### config.mk
export PLATFORM = sky130hd
export DESIGN_NAME = pn3_ctrl
export DESIGN_NICKNAME = d
export VERILOG_FILES = /design/src/rtl/pn3_ctrl.sv
export SDC_FILE = /design/constraint.sdc
export NUM_CORES = 1
export LEC_CHECK = 0
export ABC_AREA = 1
export BUFFER_PORTS_ARGS = -buffer_cell sky130_fd_sc_hd__buf_2
export CORE_MARGIN = 8
export CORE_UTILIZATION = 30
export CTS_BUF_LIST = sky130_fd_sc_hd__clkbuf_4 sky130_fd_sc_hd__clkbuf_8
export CTS_CLUSTER_SIZE = 12
export DETAILED_ROUTE_END_ITERATION = 10
export MAX_ROUTING_LAYER = met4
export PLACE_DENSITY = 0.62
export SYNTH_ARGS = -nofsm -noshare
export SYNTH_HDL_FRONTEND = slang
export SYNTH_SLANG_ARGS = --single-unit
### constraint.sdc
create_clock -name clk -period 2.7 [get_ports clk]
set_input_delay 0.54 -clock clk [delete_from_list [all_inputs] [get_ports clk]]
set_output_delay 0.54 -clock clk [all_outputs]
set_load 0.005 [all_outputs]
### src/rtl/pn3_ctrl.sv
// Controller: sequences table reads and multiplications for one evaluation.
`default_nettype none
module pn3_ctrl (
  input  wire logic       clk,
  input  wire logic       rst_n,
  input  wire logic       start,
  input  wire logic       mdone,
  input  wire logic       out_free,
  output logic            busy,
  output logic [2:0]      step,
  output logic            tab_rd,
  output logic [3:0]      tsel,
  output logic [4:0]      mstep,
  output logic            mstart,
  output logic            fin
);
  localparam logic [2:0] S_IDLE = 3'd0;
  localparam logic [2:0] S_RD   = 3'd1;
  localparam logic [2:0] S_CAP  = 3'd2;
  localparam logic [2:0] S_MUL  = 3'd3;
  localparam logic [2:0] S_WAIT = 3'd4;
  localparam logic [2:0] S_OUT  = 3'd5;

  logic [2:0] state_r, state_nxt;
  logic [3:0] tsel_r, tsel_nxt;
  logic [4:0] mstep_r, mstep_nxt;

  assign busy = state_r != S_IDLE;
  assign tsel = tsel_r;
  assign mstep = mstep_r;
  assign tab_rd = state_r == S_RD;
  assign step = (state_r == S_CAP) ? 3'd1 : 3'd0;
  assign mstart = state_r == S_MUL;
  assign fin = (state_r == S_OUT) && out_free;

  always_comb begin
    state_nxt = state_r;
    tsel_nxt = tsel_r;
    mstep_nxt = mstep_r;
    case (state_r)
      S_IDLE: if (start) begin state_nxt = S_RD; tsel_nxt = '0; end
      S_RD: state_nxt = S_CAP;
      S_CAP: begin
        if (tsel_r == 4'd13) begin
          state_nxt = S_MUL;
          mstep_nxt = '0;
        end else begin
          tsel_nxt = tsel_r + 4'd1;
          state_nxt = S_RD;
        end
      end
      S_MUL: state_nxt = S_WAIT;
      S_WAIT: begin
        if (mdone) begin
          if (mstep_r == 5'd18) state_nxt = S_OUT;
          else begin
            mstep_nxt = mstep_r + 5'd1;
            state_nxt = S_MUL;
          end
        end
      end
      S_OUT: if (out_free) state_nxt = S_IDLE;
      default: state_nxt = S_IDLE;
    endcase
  end

  always_ff @(posedge clk) begin
    if (!rst_n) begin
      state_r <= S_IDLE;
      tsel_r <= '0;
      mstep_r <= '0;
    end else begin
      state_r <= state_nxt;
      tsel_r <= tsel_nxt;
      mstep_r <= mstep_nxt;
    end
  end
endmodule
`default_nettype wire

==> summary by stage, run 1 <==
Timing
Setup repair after global routing left no endpoint under its margin. The final hold violation count was 0. The worst-case clock skew is ~0.0050 ns.

Counting I/O delays and the setup requirement, the final critical path takes 1.79 ns. The setup slack of the critical path after layout is about 0.9 ns. The aggregate negative setup slack is 0 ns.

Static timing analysis puts the maximum clock frequency at 559 MHz. The count of final max-slew check failures is 0. Of the available clock period, the critical path in the final layout requires 0.663. The number of setup violations in the final report is 0.

CTS
TritonCTS built the clock tree. The clock root buffer is sky130_fd_sc_hd__clkbuf_4. The clock passes through at most 2 buffers. Post-CTS timing repair inserted 0 buffers for setup. The insertion delay of the later-clocked pin in the worst-skew pair is about 0.28 ns. In this run, post-CTS hold repair placed 0 buffers. The number of H-tree branching levels is 1. The number of gates given a new drive strength after cts is 0. The clock transition at the register clock pins on the worst setup and hold paths after CTS is 0.07 ns. The number of clock buffers added by TritonCTS is 3. The total number of clock tree sinks is 12.

Setup path
The critical path data arrival time is ~1.3 ns. Measured in cells, the most critical reg-to-reg path has a length of 8. The setup check on the worst reg-to-reg path leaves a slack of between 1 and 1.5 ns. The startpoint of the worst-slack reg-to-reg timing path is tsel[0].

The endpoint identified for the worst register-to-register timing path is mstep[4]. STA classifies the critical path endpoint as an output pin. The peak fanout along the critical path is 6. The worst path required time is between 2 and 2.5 ns. The critical path is of the flop to output pin type. STA classifies the critical path startpoint as a flop.

Place
The final weighted congestion of routability-driven global placement is 0.813. In this run the cell area measured after placement is roughly 940 sq um. Once placement completed, the tool counted placed cells totaling about 170. The setup slack after placement is ~1.2 ns. The number of input and output port buffers inserted is 18. The wire-length estimate of the detail-placed layout is 1.56 mm.

Logic synthesis
The post-synthesis share of cell area spent on full adders, half adders and majority gates is 0.0601. The area fraction in compound gates after synthesis came to 0.0796. The synthesized design contains 12 register bits. Of the total synthesized cell area, the portion taken by AND, OR, NAND and NOR gates is 0.462. The mux contribution to synthesized area is 0. Of the total synthesized cell area, the portion taken by XOR and XNOR cells is 0.0105. Yosys mapped the design onto 22 distinct sky130hd cell types. After synthesis, the mean cell area works out to roughly 6.6 sq um. The number of cells produced by synthesis is ~130. The mapped netlist covers around 830 sq um. The synthesized design spends more area on one cell type than any other, namely sky130_fd_sc_hd__dfxtp_1. The share of the Yosys chip area taken by registers is 0.288. For this run, the number of Yosys warnings is 0. By area, the combinational part of the netlist is dominated by simple AND/OR/NAND/NOR gates. The share of Yosys cell area claimed by the top area cell type is 0.288. By area the synthesized netlist is led by sky130_fd_sc_hd__dfxtp_1 29%, sky130_fd_sc_hd__nand2_1 11%, sky130_fd_sc_hd__nor2_1 9.9%, sky130_fd_sc_hd__nand3_1 7.2%, sky130_fd_sc_hd__ha_1 6.0%.

Min path
Along the worst hold path, the cell count comes to 2. The launch instance of the worst min-delay path is tsel[3]. The class of the tightest hold or removal check is flop to flop. The destination of the worst hold path is tsel[3].

GRT
The number of antenna violations at the first check in global routing was 0. The first global-routing pass estimated approximately 3.6 mm of wire. The residual overflow from global routing is 0. The number of global-route vias before repair is approximately 850.

Entering global routing, the biggest net connects 11 pins. The global routing usage summed across all routing layers is 0.101.

Pwr
The power density normalized to cell area is between 600 and 700 nW/um^2. Across the VDD grid, the largest voltage drop is between 0.3 and 0.4 mV. The leakage power figure is between 0.4 and 0.5 nW. The completed layout was analyzed and its total power is 0.000619 W.

Layout
The finished layout holds roughly 180 standard cells, fillers aside. In the final layout, the share of cells above drive strength 1 is 0.240. The number of fill cells is between 200 and 300. The area growth from synthesis to layout is 15.9%.

The final layout net count is approximately 160. The antenna cell count is 0. The cell area after layout is 966 sq um.

Floorplanning
The height of the die is a little under 70 um. For this configuration, the core starts out at a cell density of 0.310. In this run the core area contains 19 standard-cell rows. The number of ports placed on the die boundary is 21. The region available for standard cell placement spans between 2000 and 3000 sq um.

The total die area is 4720 sq um. In this run the horizontal extent of the chip is between 60 and 70 um.

Status
The flow ran to the end, and the final reports show no timing, DRC or antenna violations.

Detailed routing
Dividing the detail-routed via count by the number of cells gives ~4.7. The number of detailed-routing iterations run before antenna repair is 4. For this block, the initial DRC count from the detailed router was 27. Dividing the detail-routed wire length by the instance count gives between 10 and 15 um. In this run the remaining antenna-violating nets after routing total 0. For this block, the routed nets add up to between 1.5 and 2 mm of wire. The number of vias in the routed layout is between 800 and 900. After detailed routing, the number of remaining DRC violations is 0.

Job
The reported max-cap violation count is 0.
==> logic make-up (layout without fill, tap and decap cells) <==
family | count (synthesis) | in the layout
AOI/OAI and AO/OA | 12 | 12
xor gates and xnor gates | 1 | 1
adders and majority gates | 4 | 4
buffers and inverters | 18 | 36
DFF | 12 | 12
other | 1 | 2
and+or+nand+nor | 79 | 79
==> placed cells by master, fill, tap and decap left out, types with 2 or more instances in the layout <==
| cell type | instances |
|---|---|
| sky130_fd_sc_hd__inv_2 | 2 |
| sky130_fd_sc_hd__nand4_1 | 2 |
| sky130_fd_sc_hd__nor3_1 | 5 |
| sky130_fd_sc_hd__ha_1 | 4 |
| sky130_fd_sc_hd__nand3_1 | 12 |
| sky130_fd_sc_hd__conb_1 | 2 |
| sky130_fd_sc_hd__nand2_4 | 2 |
| sky130_fd_sc_hd__nor2_4 | 3 |
| sky130_fd_sc_hd__clkbuf_4 | 3 |
| sky130_fd_sc_hd__nor2_1 | 22 |
| sky130_fd_sc_hd__dfxtp_1 | 12 |
| sky130_fd_sc_hd__inv_1 | 13 |
| sky130_fd_sc_hd__o21ai_0 | 4 |
| sky130_fd_sc_hd__nand2_1 | 24 |
| sky130_fd_sc_hd__nor2_2 | 5 |
| sky130_fd_sc_hd__nand3b_1 | 2 |
| sky130_fd_sc_hd__a21oi_1 | 6 |
| sky130_fd_sc_hd__buf_2 | 18 |
==> cell type report <==
class / count / area, sq um / share of cell area
tap: 31 / 38.8 / 0.0402
timing repair buffer: 18 / 90.1 / 0.0933
clock buffer: 3 / 22.5 / 0.0233
multi-input combinational: 98 / 518 / 0.536
sequential: 12 / 240 / 0.249
inverter: 15 / 56.3 / 0.0583
==> registers in the layout, summed over array words and instances, names as in the netlist <==
name and count:
mstep 5, state_r 3, tsel 4
==> synth_stat cells (all sizes together) <==
library cell and instances:
nor3 5, nand2 27, conb 1, o21ai 4, nand3 12, nor4 1, buf 3, dfxtp 12
nor2 30, a21oi 7, o21a 1, ha 4, xor2 1, inv 15, nand4 2, nand3b 2
==> stage by stage <==
stage	utilization	hold WS, ns
final	0.360	0.527
after global routing	0.360	0.544
after CTS	0.360	0.528
after detailed placement	0.351	0.515
after global placement	0.351	0.509
after floorplan	-	0.495
==> how the worst max path moves through the flow <==
stage,from,endpoint,cells after the start
6_report,state_r[2],fin,3
5_1_grt,state_r[2],fin,3
4_1_cts,state_r[2],fin,3
3_5_place_dp,out_free,fin,4
3_3_place_gp,out_free,fin,4
2_1_floorplan,state_r[2],fin,2
==> metal layers <==
metal  share of wire  track usage  vias to the layer above  wire length, um
met5               0            -                        -                0
met4           0.018       0.0451                        0               36
met3           0.049       0.0307                        5               97
met2            0.47        0.168                       18              929
met1            0.46        0.109                      373              911
li1                -            -                      444                -
==> critical path, cell delays in order (launching register included) <==
cell                      delay, ns
sky130_fd_sc_hd__dfxtp_1       0.49
sky130_fd_sc_hd__inv_2         0.10
sky130_fd_sc_hd__nor4_1        0.23
sky130_fd_sc_hd__buf_2         0.16
==> power by group <==
part | internal, W | switching, W | leakage [nW]
clock network | 0.0000517 | 0.0000619 | 0.0138
logic | 0.0000965 | 0.000158 | 0.367
registers | 0.000207 | 0.0000440 | 0.0981
(Power assumes the default switching activity.)
==> inputs of run 2 (changes only) <==
Settings changed: ABC_AREA 1 to 0.
Clock period 2.7 ns to 1.71 ns, I/O delays scaled along.
==> run 2 against run 1 <==
Effect of this change:
- critical path depth is 1 higher
- total power rose by 2.9%
- area after synthesis is 6.0% lower
- core utilization grew 0.71 points
- sequential share of layout area rose by 2.0 points
- synthesized cell count fell by 30%
- cell count is 23% lower
==> summary by stage, run 2 <==
Status
The flow ran to the end, and the final reports show no timing, DRC or antenna violations.

Logic synthesis
The count of flip-flops with a built-in enable after synthesis is 0 (unchanged). The post-synthesis average cell area was 8.80 sq um (+34%). The total number of yosys warnings is 0 (unchanged). Ranked by total cell area, the synthesized netlist is headed by sky130_fd_sc_hd__dfxtp_1 31%, sky130_fd_sc_hd__ha_1 6.4%, sky130_fd_sc_hd__nand2_1 3.4%, sky130_fd_sc_hd__a211o_1 3.4%, sky130_fd_sc_hd__inv_1 2.9%. The dominant cell type by area after synthesis is sky130_fd_sc_hd__dfxtp_1.

In the synthesized netlist the dominant register cell turns out to be sky130_fd_sc_hd__dfxtp_1. The number of cells produced by synthesis is 89 (-30%). The share of flip-flops with an asynchronous set or reset after synthesis is 0 (unchanged). After synthesis, the most frequently instantiated cells are 12 x sky130_fd_sc_hd__dfxtp_1, 7 x sky130_fd_sc_hd__nand2_1, 6 x sky130_fd_sc_hd__inv_1, 6 x sky130_fd_sc_hd__nor2_1. In the post-synthesis netlist, the cell with the most instances is sky130_fd_sc_hd__dfxtp_1. The total standard cell area after synthesis is 783 sq um (-6.0%). The share of Yosys cell area claimed by the top area cell type is 0.307 (+0.0184).

The total of flip-flops plus latches after synthesis is 12 (unchanged). The sequential cell area fraction in the yosys report came to 0.307 (+0.0184). The number of distinct library cells after synthesis is 39 (+77%).

Place
The number of input and output port buffers inserted is 18 (unchanged). The number of placed instances with taps included was 133 (-24%). The final weighted congestion of routability-driven global placement was 0.781 (-4.0%).

The placed wire-length estimate was 1.30 mm (-16%).

Setup path
The peak fanout along the critical path is 11 (+5). STA classifies the critical path endpoint as an output pin. The worst setup path is launched from a flop. The critical path data arrival time is 1.26 ns (about the same). By startpoint and endpoint, the worst setup path is classified as flop to output pin. The worst path required time is 1.37 ns (-0.79 ns).

Pwr
The largest voltage drop on the vdd net is 0.359 mV (+3.1%). The leakage power figure came to 0.454 nW (-5.2%). The power density normalized to cell area came to 701 nW/um^2 (+9.4%).

Layout
The number of flip-flops in the largest register came to 5 (unchanged). The fraction of layout cells with a size suffix above 1 was 0.283 (+0.0433). In the layout the commonest cells are 18 x sky130_fd_sc_hd__buf_2, 9 x sky130_fd_sc_hd__dfxtp_1, 7 x sky130_fd_sc_hd__nand2_1.

The footprint of the multi-input gates is 484 sq um (-6.5%). The number of fill cells is 268 (-6.9%). The relative area change from synthesis to final layout is 16.0% (about the same). The antenna cell count was 0 (unchanged).

Leaving out fill and tap cells, the most frequent cell in the layout is sky130_fd_sc_hd__buf_2. The final cell count without fillers is 136 (-23%). The area taken by flip-flops and latches is 244 sq um (+1.6%).

The final layout net count is 117 (-25%).

Min path
The class of the tightest hold or removal check is primary input to flop.

Timing
The number of setup violations in the final report is 0 (unchanged). The worst-case clock skew is 0.00706 ns (+0.00206 ns). The maximum clock frequency is 624 MHz. The worst path in the final design needs a cycle of between 1.5 and 2 ns, including I/O delays and setup. The aggregate negative setup slack is 0 ns (unchanged). Setup repair after global routing left no endpoint under its margin. The share of the clock period used by the worst path after layout is 0.938. The worst slack on hold paths came to 0.395 ns (-0.131 ns).

The final hold violation count came to 0 (unchanged). The count of final max-slew check failures was 0 (unchanged).

Floorplanning
The core box area came to 2480 sq um (-7.8%). The number of rows in the core area came to 18 (-1). The height of the die is 67.1 um (-2.3%).

The die boundary width came to 67.1 um (-2.3%). The number of ports placed on the die boundary is 21 (unchanged). The initial core utilization was 0.316 (+0.00596). The total die area came to 4500 sq um (-4.6%).

Job
The reported max-cap violation count is 0 (unchanged).

Detailed routing
The number of design rule violations left after detail routing is 0 (unchanged). The total wire length after detailed routing was 1.67 mm (-15%). The number of vias per cell after detailed routing is 5.04 (+6.1%). The number of vias in the routed layout is 685 (-18%). The number of detailed-routing iterations run before antenna repair is 4 (unchanged). The number of routed nets with antenna violations is 0 (unchanged).

The number of DRC markers in iteration 0 was 48 (+78%). The per-cell routed wire length was 12.3 um (+10%).

CTS
The number of buffers on the longest clock path is 2 (unchanged). TritonCTS built the clock tree. The clock transition at the register clock pins on the worst setup and hold paths after CTS is 0.08 ns (about the same). In this run the clock root is driven by a sky130_fd_sc_hd__clkbuf_4. The total number of clock tree sinks is 12 (unchanged). The number of H-tree branching levels is 1 (unchanged). The number of gates given a new drive strength after cts came to 1 (+1). The insertion delay of the later-clocked pin in the worst-skew pair was 0.27 ns (about the same).

The number of clock buffers inserted by TritonCTS is 3 (unchanged). The count of hold buffers inserted by post-cts repair is 0 (unchanged). The number of setup buffers added after CTS is 0 (unchanged).

GRT
The residual overflow from global routing is 0 (unchanged). The peak-usage layer in the global routing report is met2. The number of global-route vias before repair is 642 (-24%). The number of antenna violations at the first check in global routing is 0 (unchanged). The global-route track usage on met1 is 0.105 (-0.00428). The met2 usage in global routing was 0.123 (-0.0454). The global routing usage summed across all routing layers is 0.0845 (-0.0169). The met3 usage in global routing is 0.0386 (+0.00790). The wire length of the first global-routing pass is 2.93 mm (-18%). The maximum number of pins on one net before global-route repair is 12 (+1).
run 2: worst paths after layout:
check	from	end	slack [ns]	depth (start not counted)
worst max register to register	tsel[0]	mstep[3]	0.18	5
worst min-delay path	out_free	state_r[0]	0.40	4
worst min register to register	mstep[1]	mstep[1]	0.52	1
worst max-delay path	state_r[0]	step[0]	0.11	4
run 2: critical path, stage by stage, from the launching register on:
cell and delay [ns]:
sky130_fd_sc_hd__dfxtp_2 0.40, sky130_fd_sc_hd__nor2_1 0.28, sky130_fd_sc_hd__nand2_1 0.11, sky130_fd_sc_hd__inv_1 0.08, sky130_fd_sc_hd__buf_2 0.11
run 2: final cells by class:
type                       count  share of cell area
inverter                       6              0.0248
tap                           30              0.0413
multi-input combinational     66               0.533
clock buffer                   3              0.0248
timing repair buffer          19               0.107
sequential                    12               0.269
run 2: per-stage QoR:
stage | power, W | setup slack [ns] | cell area (sq um) | util
global placement | 0.000465 | 0.205 | 882 | 0.356
CTS | 0.000649 | 0.0136 | 906 | 0.366
finish | 0.000636 | 0.107 | 908 | 0.367
detailed placement | 0.000468 | 0.180 | 882 | 0.356
floorplan | 0.000433 | 0.291 | 787 | -
global route | 0.000687 | 0.0247 | 908 | 0.367
run 2: cell families after synthesis:
| logic type | synth area share |
|---|---|
| simple gates | 0.304 |
| buf+inv | 0.0799 |
| mux | 0.0272 |
| compound gates | 0.214 |
| other cells | 0.00479 |
| flops | 0.307 |
| fa+ha+maj | 0.0639 |
run 2: where the power goes:
part	internal (W)	switching, W
Clock	0.0000815	0.0000925
Sequential	0.000294	0.0000362
Combinational	0.0000636	0.0000681
run 2: layer usage:
| metal | vias to the layer above | part of all wire |
|---|---|---|
| met1 | 309 | 0.50 |
| met3 | 0 | 0.073 |
| met2 | 18 | 0.43 |
| li1 | 358 | - |
| met4 | 0 | 0 |
| met5 | - | 0 |
